==> config.mk <==
export PLATFORM = sky130hd
export DESIGN_NAME = huffman_predictive_raw_decode_core_flat
export DESIGN_NICKNAME = d
export VERILOG_FILES = /design/src/rtl/hprd_pkg.sv /design/src/rtl/hprd_ifs.sv /design/src/rtl/hprd_dp.sv /design/src/rtl/hprd_ctrl.sv /design/src/rtl/huffman_predictive_raw_decode_core.sv /design/src/flat_wrapper.sv
export VERILOG_INCLUDE_DIRS = /design/src /design/src/rtl
export SDC_FILE = /design/constraint.sdc
export NUM_CORES = 2
export LEC_CHECK = 0
export CAP_MARGIN = 10
export CORE_AREA = 5 5 389 391
export CTS_CLUSTER_SIZE = 16
export DETAILED_ROUTE_END_ITERATION = 7
export DIE_AREA = 0 0 394 396
export DONT_BUFFER_PORTS = 1
export SYNTH_ARGS = -nofsm -noshare
export SYNTH_HDL_FRONTEND = slang
export SYNTH_SLANG_ARGS = --single-unit
==> constraint.sdc <==
create_clock -name clk -period 15.5 [get_ports clk]
set_clock_uncertainty 0.1 [all_clocks]
set_input_delay 0.775 -clock clk [delete_from_list [all_inputs] [get_ports clk]]
set_output_delay 0.775 -clock clk [all_outputs]
set_load 0.01 [all_outputs]
==> src/rtl/huffman_predictive_raw_decode_core_defines.svh <==
// Assertion helpers for the decode core
`ifndef HUFFMAN_PREDICTIVE_RAW_DECODE_CORE_DEFINES_SVH
`define HUFFMAN_PREDICTIVE_RAW_DECODE_CORE_DEFINES_SVH

// same-cycle implication
`define HPRD_ASSERT_IMPL(label, clk, rst_n, ante, cons) \
	label: assert property (@(posedge clk) disable iff (!rst_n) (ante) |-> (cons)) \
		else $error("hprd assertion failed");

// next-cycle implication
`define HPRD_ASSERT_NEXT(label, clk, rst_n, ante, cons) \
	label: assert property (@(posedge clk) disable iff (!rst_n) (ante) |=> (cons)) \
		else $error("hprd assertion failed");

`endif

==> src/rtl/hprd_pkg.sv <==
package hprd_pkg;

	localparam int TABLE_ENTRIES      = 32;
	localparam int MAX_CODE_BITS      = 8;
	localparam int MAX_MAGNITUDE_BITS = 16;
	localparam int MAX_DIMENSION      = 4096;

	localparam int IDX_W  = $clog2(TABLE_ENTRIES);
	localparam int CNT_W  = 12;
	localparam int DIM_W  = 13;

	localparam logic ACT_TABLE = 1'b0;
	localparam logic ACT_DATA  = 1'b1;

	localparam logic [1:0] CFG_START_PRED = 2'd0;
	localparam logic [1:0] CFG_ROWS       = 2'd1;
	localparam logic [1:0] CFG_COLS       = 2'd2;

	typedef enum logic [1:0] {
		S_IDLE,
		S_BIT,
		S_DONE
	} ctrl_state_t;

	typedef struct packed {
		logic load_byte;
		logic tbl_we;
		logic step;
		logic push;
	} dp_cmd_t;

	typedef struct packed {
		logic got;
		logic eof;
		logic pend_valid;
	} dp_sts_t;

	typedef struct packed {
		logic        we;
		logic [1:0]  idx;
		logic [15:0] data;
	} cfg_wr_t;

	typedef struct packed {
		logic [15:0] pixel_word;
		logic        decode_error;
		logic        end_of_frame;
	} pix_t;

endpackage

==> src/rtl/hprd_ifs.sv <==
interface hprd_item_if;
	logic       valid;
	logic       ready;
	logic       action;
	logic [7:0] byte_data;
	logic [4:0] entry_index;
	logic [3:0] entry_code_bits;
	logic [7:0] entry_code;
	logic [4:0] entry_magnitude_bits;
	modport source (output valid, action, byte_data, entry_index, entry_code_bits,
		entry_code, entry_magnitude_bits, input ready);
	modport sink (input valid, action, byte_data, entry_index, entry_code_bits,
		entry_code, entry_magnitude_bits, output ready);
endinterface

interface hprd_pixel_if;
	logic        valid;
	logic        ready;
	logic [15:0] pixel_word;
	logic        decode_error;
	logic        end_of_frame;
	logic        last_of_byte;
	modport source (output valid, pixel_word, decode_error, end_of_frame, last_of_byte,
		input ready);
	modport sink (input valid, pixel_word, decode_error, end_of_frame, last_of_byte,
		output ready);
endinterface

interface hprd_cfg_if;
	logic        valid;
	logic        ready;
	logic [1:0]  index;
	logic [15:0] data;
	modport source (output valid, index, data, input ready);
	modport sink (input valid, index, data, output ready);
endinterface

==> src/rtl/hprd_dp.sv <==
module hprd_dp
	import hprd_pkg::*;
(
	input  logic        clk,
	input  logic        arst_n,
	input  dp_cmd_t     cmd,
	input  cfg_wr_t     cfg,
	input  logic [7:0]  byte_data,
	input  logic [4:0]  entry_index,
	input  logic [3:0]  entry_code_bits,
	input  logic [7:0]  entry_code,
	input  logic [4:0]  entry_magnitude_bits,
	output dp_sts_t     sts,
	output pix_t        pend
);

	logic [3:0]  len_q  [TABLE_ENTRIES];
	logic [7:0]  code_q [TABLE_ENTRIES];
	logic [4:0]  mag_q  [TABLE_ENTRIES];

	logic [15:0] start_q;
	logic [DIM_W-1:0] rows_q, cols_q;
	logic [7:0]  byte_q;
	logic [7:0]  shift_q;
	logic [3:0]  ccnt_q;
	logic        mphase_q;
	logic [4:0]  mleft_q, mtotal_q;
	logic [15:0] macc_q;
	logic [15:0] cp_q [2];
	logic [15:0] rs_q [4];
	logic [CNT_W-1:0] row_q, col_q;
	logic        pend_v_q;
	pix_t        pend_q;

	logic        bit_in;
	logic [3:0]  plen;
	logic [7:0]  prefix;
	logic        exists, children, leaf;
	logic [4:0]  leaf_mag;
	logic [15:0] acc_n;
	logic [4:0]  left_n;
	logic [16:0] mask;
	logic [15:0] diff;
	logic        got, err, enter_mag;
	logic        c_par;
	logic [1:0]  slot;
	logic [15:0] pred, val;
	logic        col_last, row_last, eof;
	logic [DIM_W-1:0] dim_clamped;
	logic [3:0]  wr_len;
	logic [4:0]  wr_mag;

	assign bit_in = byte_q[7];

	always_comb begin
		plen     = ccnt_q + 4'd1;
		prefix   = {shift_q[6:0], bit_in};
		exists   = 1'b0;
		children = 1'b0;
		leaf     = 1'b0;
		leaf_mag = '0;
		// parallel match over all entries; higher index overrides
		for (int e = 0; e < TABLE_ENTRIES; e++) begin
			if (len_q[e] != 4'd0 && len_q[e] >= plen &&
				(code_q[e] >> (4'd8 - plen)) == prefix) begin
				exists = 1'b1;
				if (len_q[e] > plen) begin
					children = 1'b1;
				end else begin
					leaf     = 1'b1;
					leaf_mag = mag_q[e];
				end
			end
		end

		acc_n  = {macc_q[14:0], bit_in};
		left_n = (mleft_q != 5'd0) ? mleft_q - 5'd1 : 5'd0;
		mask   = (17'd1 << mtotal_q) - 17'd1;
		diff   = '0;
		got    = 1'b0;
		err    = 1'b0;
		enter_mag = 1'b0;
		if (mphase_q) begin
			if (left_n == 5'd0) begin
				got  = 1'b1;
				diff = acc_n[4'(mtotal_q - 5'd1)] ? acc_n : acc_n - mask[15:0];
			end
		end else if (!exists) begin
			got = 1'b1;
			err = 1'b1;
		end else if (!children && leaf) begin
			if (leaf_mag == 5'd0) got = 1'b1;
			else enter_mag = 1'b1;
		end

		c_par    = col_q[0];
		slot     = {row_q[0], c_par};
		pred     = (col_q < CNT_W'(2)) ? rs_q[slot] : cp_q[c_par];
		val      = pred + diff;
		col_last = (DIM_W'(col_q) + DIM_W'(1)) >= cols_q;
		row_last = (DIM_W'(row_q) + DIM_W'(1)) >= rows_q;
		eof      = col_last && row_last;

		if (cfg.data[DIM_W-1:0] == '0) dim_clamped = DIM_W'(1);
		else if (cfg.data[DIM_W-1:0] > DIM_W'(MAX_DIMENSION)) dim_clamped = DIM_W'(MAX_DIMENSION);
		else dim_clamped = cfg.data[DIM_W-1:0];

		wr_len = (entry_code_bits > 4'(MAX_CODE_BITS)) ? 4'(MAX_CODE_BITS) : entry_code_bits;
		wr_mag = (entry_magnitude_bits > 5'(MAX_MAGNITUDE_BITS)) ?
			5'(MAX_MAGNITUDE_BITS) : entry_magnitude_bits;
	end

	always_ff @(posedge clk or negedge arst_n) begin
		if (!arst_n) begin
			for (int e = 0; e < TABLE_ENTRIES; e++) len_q[e] <= '0;
		end else if (cmd.tbl_we && 32'(entry_index) < TABLE_ENTRIES) begin
			len_q[IDX_W'(entry_index)] <= wr_len;
		end
	end

	always_ff @(posedge clk) begin
		if (cmd.tbl_we && 32'(entry_index) < TABLE_ENTRIES) begin
			code_q[IDX_W'(entry_index)] <= entry_code;
			mag_q[IDX_W'(entry_index)]  <= wr_mag;
		end
		if (cmd.load_byte) byte_q <= byte_data;
		else if (cmd.step) byte_q <= {byte_q[6:0], 1'b0};
		if (cmd.step && got) begin
			pend_q.pixel_word   <= {val[7:0], val[15:8]};
			pend_q.decode_error <= err;
			pend_q.end_of_frame <= eof;
		end
	end

	always_ff @(posedge clk or negedge arst_n) begin
		if (!arst_n) begin
			start_q  <= '0;
			rows_q   <= DIM_W'(1);
			cols_q   <= DIM_W'(1);
			shift_q  <= '0;
			ccnt_q   <= '0;
			mphase_q <= 1'b0;
			mleft_q  <= '0;
			mtotal_q <= '0;
			macc_q   <= '0;
			cp_q[0]  <= '0;
			cp_q[1]  <= '0;
			for (int i = 0; i < 4; i++) rs_q[i] <= '0;
			row_q    <= '0;
			col_q    <= '0;
			pend_v_q <= 1'b0;
		end else begin
			if (cfg.we) begin
				unique case (cfg.idx)
					CFG_START_PRED: begin
						start_q <= cfg.data;
						for (int i = 0; i < 4; i++) rs_q[i] <= cfg.data;
					end
					CFG_ROWS: rows_q <= dim_clamped;
					CFG_COLS: cols_q <= dim_clamped;
					default: ;
				endcase
			end
			if (cmd.step) begin
				if (got) begin
					shift_q  <= '0;
					ccnt_q   <= '0;
					mphase_q <= 1'b0;
					mleft_q  <= '0;
					mtotal_q <= '0;
					macc_q   <= '0;
					cp_q[c_par] <= val;
					if (col_q < CNT_W'(2) && !eof) rs_q[slot] <= val;
					if (col_last) begin
						col_q <= '0;
						if (row_last) begin
							row_q <= '0;
							for (int i = 0; i < 4; i++) rs_q[i] <= start_q;
						end else begin
							row_q <= row_q + CNT_W'(1);
						end
					end else begin
						col_q <= col_q + CNT_W'(1);
					end
				end else if (mphase_q) begin
					macc_q  <= acc_n;
					mleft_q <= left_n;
				end else if (enter_mag) begin
					shift_q  <= '0;
					ccnt_q   <= '0;
					mphase_q <= 1'b1;
					mtotal_q <= leaf_mag;
					mleft_q  <= leaf_mag;
					macc_q   <= '0;
				end else begin
					// prefix of a longer code
					shift_q <= prefix;
					ccnt_q  <= plen;
				end
			end
			if (cmd.step && got) pend_v_q <= 1'b1;
			else if (cmd.push) pend_v_q <= 1'b0;
		end
	end

	assign sts.got        = got;
	assign sts.eof        = eof;
	assign sts.pend_valid = pend_v_q;
	assign pend           = pend_q;

endmodule

==> src/rtl/hprd_ctrl.sv <==
`include "huffman_predictive_raw_decode_core_defines.svh"

module hprd_ctrl
	import hprd_pkg::*;
(
	input  logic    clk,
	input  logic    arst_n,
	input  logic    in_valid,
	input  logic    in_action,
	output logic    in_ready,
	input  logic    out_free,
	input  dp_sts_t sts,
	output dp_cmd_t cmd,
	output logic    push_last
);

	ctrl_state_t state_q, state_d;
	logic [2:0]  bit_q, bit_d;
	logic        in_fire;

	always_ff @(posedge clk or negedge arst_n) begin
		if (!arst_n) begin
			state_q <= S_IDLE;
			bit_q   <= '0;
		end else begin
			state_q <= state_d;
			bit_q   <= bit_d;
		end
	end

	always_comb begin
		state_d   = state_q;
		bit_d     = bit_q;
		cmd       = '0;
		push_last = 1'b0;
		in_ready  = 1'b0;
		in_fire   = 1'b0;
		unique case (state_q)
			S_IDLE: begin
				in_ready = 1'b1;
				in_fire  = in_valid;
				if (in_valid) begin
					if (in_action == ACT_DATA) begin
						cmd.load_byte = 1'b1;
						bit_d         = 3'd7;
						state_d       = S_BIT;
					end else begin
						cmd.tbl_we = 1'b1;
					end
				end
			end
			S_BIT: begin
				// a new pixel needs the pending one moved out first
				cmd.step = !(sts.got && sts.pend_valid && !out_free);
				cmd.push = cmd.step && sts.got && sts.pend_valid;
				if (cmd.step) begin
					if ((sts.got && sts.eof) || bit_q == 3'd0) state_d = S_DONE;
					else bit_d = bit_q - 3'd1;
				end
			end
			S_DONE: begin
				cmd.push  = sts.pend_valid && out_free;
				push_last = 1'b1;
				if (!sts.pend_valid || out_free) state_d = S_IDLE;
			end
			default: state_d = S_IDLE;
		endcase
	end

	`HPRD_ASSERT_IMPL(a_push_free, clk, arst_n, cmd.push, out_free)
	`HPRD_ASSERT_NEXT(a_data_starts, clk, arst_n, in_fire && in_action == ACT_DATA,
		state_q == S_BIT && bit_q == 3'd7)
	`HPRD_ASSERT_NEXT(a_done_drains, clk, arst_n, state_q == S_DONE && !sts.pend_valid,
		state_q == S_IDLE)
	`HPRD_ASSERT_IMPL(a_push_has_pend, clk, arst_n, cmd.push, sts.pend_valid)

endmodule

==> src/rtl/huffman_predictive_raw_decode_core.sv <==
// Huffman difference decoder with two-column-back predictor.
// item channel: action 0 writes a code table entry, action 1 brings an
// encoded byte, decoded MSB first at one bit per cycle while not stalled.
// pixel channel: up to eight pixels per byte, each byte-swapped, with
// decode_error, end_of_frame and last_of_byte flags.
// cfg channel: start_predictor, frame_rows, frame_cols; always ready, to be
// written only while the block is idle.
// A data byte is decoded in bit steps and its last pixel released before
// the item channel is ready again; the byte ends early when the frame ends.
// A pixel waits in the pending register until the next pixel is decoded or
// the byte ends, so last_of_byte is known; the output register follows.
// When the receiver stalls, decoding pauses at the next pixel that needs the
// output slot; the item channel stays closed until the byte is finished.
// Reset disables all table entries, clears the decode state and counters and
// loads zero into the row-start predictors.
module huffman_predictive_raw_decode_core
	import hprd_pkg::*;
(
	input logic           clk,
	input logic           arst_n,
	hprd_item_if.sink     item,
	hprd_pixel_if.source  pixel,
	hprd_cfg_if.sink      cfg
);

	dp_cmd_t cmd;
	dp_sts_t sts;
	cfg_wr_t cfg_wr;
	pix_t    pend;
	logic    push_last;
	logic    out_free;
	logic    out_valid_q;
	pix_t    out_q;
	logic    out_last_q;

	assign cfg.ready   = 1'b1;
	assign cfg_wr.we   = cfg.valid;
	assign cfg_wr.idx  = cfg.index;
	assign cfg_wr.data = cfg.data;

	assign out_free = !out_valid_q || pixel.ready;

	hprd_ctrl u_ctrl (
		.clk       (clk),
		.arst_n    (arst_n),
		.in_valid  (item.valid),
		.in_action (item.action),
		.in_ready  (item.ready),
		.out_free  (out_free),
		.sts       (sts),
		.cmd       (cmd),
		.push_last (push_last)
	);

	hprd_dp u_dp (
		.clk                  (clk),
		.arst_n               (arst_n),
		.cmd                  (cmd),
		.cfg                  (cfg_wr),
		.byte_data            (item.byte_data),
		.entry_index          (item.entry_index),
		.entry_code_bits      (item.entry_code_bits),
		.entry_code           (item.entry_code),
		.entry_magnitude_bits (item.entry_magnitude_bits),
		.sts                  (sts),
		.pend                 (pend)
	);

	always_ff @(posedge clk or negedge arst_n) begin
		if (!arst_n) begin
			out_valid_q <= 1'b0;
		end else if (cmd.push) begin
			out_valid_q <= 1'b1;
		end else if (pixel.ready) begin
			out_valid_q <= 1'b0;
		end
	end

	always_ff @(posedge clk) begin
		if (cmd.push) begin
			out_q      <= pend;
			out_last_q <= push_last;
		end
	end

	assign pixel.valid        = out_valid_q;
	assign pixel.pixel_word   = out_q.pixel_word;
	assign pixel.decode_error = out_q.decode_error;
	assign pixel.end_of_frame = out_q.end_of_frame;
	assign pixel.last_of_byte = out_last_q;

endmodule
==> src/flat_wrapper.sv <==
// flat-port wrapper written by rule: the top's interface ports become plain ports
module huffman_predictive_raw_decode_core_flat import hprd_pkg::*;
  (clk, arst_n, item_valid, item_action, item_byte_data, item_entry_index, item_entry_code_bits, item_entry_code, item_entry_magnitude_bits, item_ready, pixel_valid, pixel_pixel_word, pixel_decode_error, pixel_end_of_frame, pixel_last_of_byte, pixel_ready, cfg_valid, cfg_index, cfg_data, cfg_ready);
  hprd_item_if item_i ();
  hprd_pixel_if pixel_i ();
  hprd_cfg_if cfg_i ();
  input logic clk;
  input logic arst_n;
  input wire logic [$bits(item_i.valid)-1:0] item_valid;
  input wire logic [$bits(item_i.action)-1:0] item_action;
  input wire logic [$bits(item_i.byte_data)-1:0] item_byte_data;
  input wire logic [$bits(item_i.entry_index)-1:0] item_entry_index;
  input wire logic [$bits(item_i.entry_code_bits)-1:0] item_entry_code_bits;
  input wire logic [$bits(item_i.entry_code)-1:0] item_entry_code;
  input wire logic [$bits(item_i.entry_magnitude_bits)-1:0] item_entry_magnitude_bits;
  output wire logic [$bits(item_i.ready)-1:0] item_ready;
  output wire logic [$bits(pixel_i.valid)-1:0] pixel_valid;
  output wire logic [$bits(pixel_i.pixel_word)-1:0] pixel_pixel_word;
  output wire logic [$bits(pixel_i.decode_error)-1:0] pixel_decode_error;
  output wire logic [$bits(pixel_i.end_of_frame)-1:0] pixel_end_of_frame;
  output wire logic [$bits(pixel_i.last_of_byte)-1:0] pixel_last_of_byte;
  input wire logic [$bits(pixel_i.ready)-1:0] pixel_ready;
  input wire logic [$bits(cfg_i.valid)-1:0] cfg_valid;
  input wire logic [$bits(cfg_i.index)-1:0] cfg_index;
  input wire logic [$bits(cfg_i.data)-1:0] cfg_data;
  output wire logic [$bits(cfg_i.ready)-1:0] cfg_ready;
  assign item_i.valid = item_valid;
  assign item_i.action = item_action;
  assign item_i.byte_data = item_byte_data;
  assign item_i.entry_index = item_entry_index;
  assign item_i.entry_code_bits = item_entry_code_bits;
  assign item_i.entry_code = item_entry_code;
  assign item_i.entry_magnitude_bits = item_entry_magnitude_bits;
  assign item_ready = item_i.ready;
  assign pixel_valid = pixel_i.valid;
  assign pixel_pixel_word = pixel_i.pixel_word;
  assign pixel_decode_error = pixel_i.decode_error;
  assign pixel_end_of_frame = pixel_i.end_of_frame;
  assign pixel_last_of_byte = pixel_i.last_of_byte;
  assign pixel_i.ready = pixel_ready;
  assign cfg_i.valid = cfg_valid;
  assign cfg_i.index = cfg_index;
  assign cfg_i.data = cfg_data;
  assign cfg_ready = cfg_i.ready;
  huffman_predictive_raw_decode_core u_core (.clk(clk), .arst_n(arst_n), .item(item_i), .pixel(pixel_i), .cfg(cfg_i));
endmodule
==> results.json <==
{
  "status": "finished, final reports clean",
  "seqCellArea_um2": 22200,
  "cp.arrival_ns": 11.37,
  "antenna_found_initial": 7,
  "crit_type": "reg -> reg",
  "synth_cell_types": 94,
  "slew_headroom_pct": 15.3,
  "crit_required_ns": 15.94,
  "tightest_slew_ns": 1.26,
  "synth_top_area_share_pct": 27.0,
  "die_area_um2": 156000,
  "synth_area_um2": 51300,
  "clock_latency_ns": 0.76,
  "cts_tree": "built",
  "io_buffers": 0,
  "final_cells": 6897,
  "cts_hold_buf": 4,
  "dr.first_iter.drc_count": 5479,
  "grt_pass1_vias": 40900,
  "core_um2": 147000,
  "routed_wl_um": 189000,
  "rsz0062_at_grt": "no",
  "numCtsBuffers": 91,
  "hp-class": "in -> reg",
  "cts.path.max_buffers": 3,
  "async_reset_ff_share_pct": 42.0,
  "fin_crit_ns": 10.94,
  "setup_ws_ns": 4.56,
  "initial_utilization_pct": 34.8,
  "std_cell_rows": 141,
  "tns_ns": 0,
  "placed_area_um2": 53300,
  "postSynthAreaPerCell_um2": 10.3,
  "multiInputGateArea_um2": 26900,
  "worstSetupEndpointType": "register",
  "pre_cts_ws_ns": 5.06,
  "drt-pass1-iter-count": 6,
  "yosysTopAreaCell": "edfxtp_1",
  "peakVddDrop_mv": 0.190,
  "dp_cells": 6713,
  "cts_setup_buffers": 0,
  "clkTransAtPathRegs_ns": 0.07,
  "power_density_nw_per_um2": 253,
  "seq_area_frac_synth_pct": 43.3,
  "drc_errors": 0,
  "fill_cells": 14400,
  "stdcell_area_um2": 56700,
  "cts_root_buf": "clkbuf_16",
  "grt_pass1_wl_um": 276000,
  "worst-path-max-fanout": 154,
  "drtAntennaViolNets": 0,
  "p_leak_nw": 21.2,
  "ys_seq_elements": 795,
  "nNetsFinal": 5091,
  "drive_gt1_share_pct": 13.2,
  "cp-start-kind": "register",
  "synth_flop_cell": "edfxtp_1",
  "vias": 43000,
  "maxSlewViolCount": 0,
  "cts_resized": 0,
  "synthesis.nets": 5187,
  "synth_area_leaders": "edfxtp_1 (27%), dfrtp_1 (16%), mux2i_1 (5.7%)",
  "viasPerCell": 6.24,
  "setup_viol": 0,
  "rrSetupSlack_ns": 4.56,
  "timing.hold.ws_ns": 0.0355,
  "overflow": 0,
  "die_w_um": 394,
  "htreeDepth": 3,
  "die_h_um": 396,
  "fmax_mhz": 91.4,
  "synth_edf_count": 461,
  "hold_viol": 0,
  "grt_max_degree": 333,
  "hpwl_um": 128000,
  "wire_per_inst_um": 27.4,
  "drv_cap": 0,
  "synth_warnings": 0,
  "grt.total_usage_pct": 23.3,
  "area_growth_pct": 10.6,
  "clock-sinks": 795,
  "gp_congestion": 1.02,
  "boundaryPins": 76,
  "synthCells": 4980,
  "fin_crit_sh_pct": 70.6
}
[through the flow]
step | utilization (%) | power, W
after floorplan | - | 0.00908
after global placement | 36.2 | 0.0116
after detailed placement | 36.2 | 0.0117
after CTS | 38.5 | 0.0141
after global routing | 38.5 | 0.0151
final | 38.5 | 0.0144
[cell usage after synthesis, types with 26 or more instances]
cell      count
ha_1        151
buf_1        31
nor3_1       79
nand2_1     454
mux4_2      117
inv_1       204
a22oi_1     101
o21ai_0     271
mux2_2      157
mux2i_1     294
or4_1        32
buf_4        32
dfrtp_1     332
a21o_1       34
nand2b_1     73
o31ai_1      35
and3_1       33
o21a_1       28
buf_2        81
clkbuf_1    161
nor2_1      278
nor4_1       62
edfxtp_1    461
nand4_1      52
a31oi_1      63
nor2b_1      54
o211ai_1     32
and2_1       41
a211oi_1     42
a21oi_1     314
o22ai_1     120
or3_1        26
xnor2_1     178
nand3_1     110
[power breakdown]
part | switching [W] | internal [W]
logic | 0.00582 | 0.00330
registers | 0.000286 | 0.00263
clock network | 0.000996 | 0.00134
total | 0.00710 | 0.00727
[worst max-delay path: stages, from the launching register on]
cell,delay (ns)
dfrtp_4,0.96
ha_4,0.48
buf_12,0.56
nand2b_1,0.81
buf_4,0.45
o22ai_1,0.12
a21oi_1,0.23
nor2_1,0.07
a2111oi_0,0.44
nand4_1,0.47
nor3_1,0.79
o311a_1,0.25
o22ai_1,0.09
a2111oi_0,0.72
o311ai_0,0.45
a31oi_1,0.35
or4b_4,0.54
o31ai_4,0.50
nand3_2,0.51
buf_4,0.53
nor2_2,0.87
o22ai_1,0.21
[layout make-up]
| class | count | area share [%] |
|---|---|---|
| Multi-Input combinational cell | 3655 | 47.5 |
| Sequential cell | 795 | 39.2 |
| Clock buffer | 110 | 4.28 |
| Tap cell | 1930 | 4.26 |
| Timing Repair Buffer | 130 | 1.88 |
| Clock inverter | 61 | 1.49 |
| Inverter | 211 | 1.40 |
| Antenna cell | 5 | 0.0221 |
[logic make-up after synthesis]
kind of cell,count (synthesis),synth area share (%)
mux,568,14.3
simple gates,1411,13.7
fa+ha+maj,162,3.94
xor+xnor,201,3.54
flops,795,43.3
compound gates,1312,16.7
buf+inv,530,4.52
other cells,1,0.00731
[final timing paths]
path                                       start                    endpoint  depth (start not counted)
max                        u_core.u_dp.ccnt_q[0]        u_core.u_dp.rs_q[59]                         21
min                           item_entry_code[7]    u_core.u_dp.code_q[1][7]                          0
max reg2reg                u_core.u_dp.ccnt_q[0]        u_core.u_dp.rs_q[59]                         21
min reg2reg                  u_core.u_dp.pend[8]  u_core.pixel.pixel_word[6]                          0
max in group asynchronous                 arst_n       u_core.u_dp.cols_q[1]                          4
min in group asynchronous                 arst_n      u_core.u_dp.len_q[124]                          2
[cells in the final DEF, fill, tap and decap left out, types with 26 or more instances in the layout]
cell	Yosys	routed
edfxtp_1	461	461
nand2_1	454	453
dfrtp_1	332	326
a21oi_1	314	314
mux2i_1	294	293
o21ai_0	271	270
nor2_1	278	260
inv_1	204	202
xnor2_1	178	176
mux2_2	157	157
ha_1	151	150
o22ai_1	120	120
buf_4	32	119
mux4_2	117	117
nand3_1	110	110
a22oi_1	101	100
clkbuf_16	0	91
nor3_1	79	78
nand2b_1	73	72
a31oi_1	63	63
nor4_1	62	57
nand4_1	52	52
nor2b_1	54	47
a211oi_1	42	42
and2_1	41	41
o31ai_1	35	35
a21o_1	34	34
o211ai_1	32	32
and3_1	33	32
or4_1	32	32
o21a_1	28	27
or3_1	26	26
[routing by layer]
layer	GRT usage (%)	part of all wire, %
met2	35.6	43
met5	0	0.023
met3	5.55	11
met4	13.2	6.8
met1	30.5	39
[registers in the layout, summed over array words and instances, names as in the netlist, 5 cells and up]
register	count
u_core.u_dp.cp_q	32
u_core.u_dp.start_q	16
u_core.u_dp.macc_q	15
u_core.u_dp.row_q	12
u_core.u_dp.rs_q	64
u_core.u_dp.shift_q	7
u_core.u_dp.mtotal_q	5
u_core.u_dp.code_q	256
u_core.u_dp.mag_q	160
u_core.u_dp.col_q	12
u_core.u_dp.byte_q	8
u_core.pixel.pixel_word	16
u_core.u_dp.rows_q	13
u_core.u_dp.mleft_q	5
u_core.u_dp.pend	18
u_core.u_dp.len_q	128
u_core.u_dp.cols_q	13
Power figures use the tool's default switching activity.
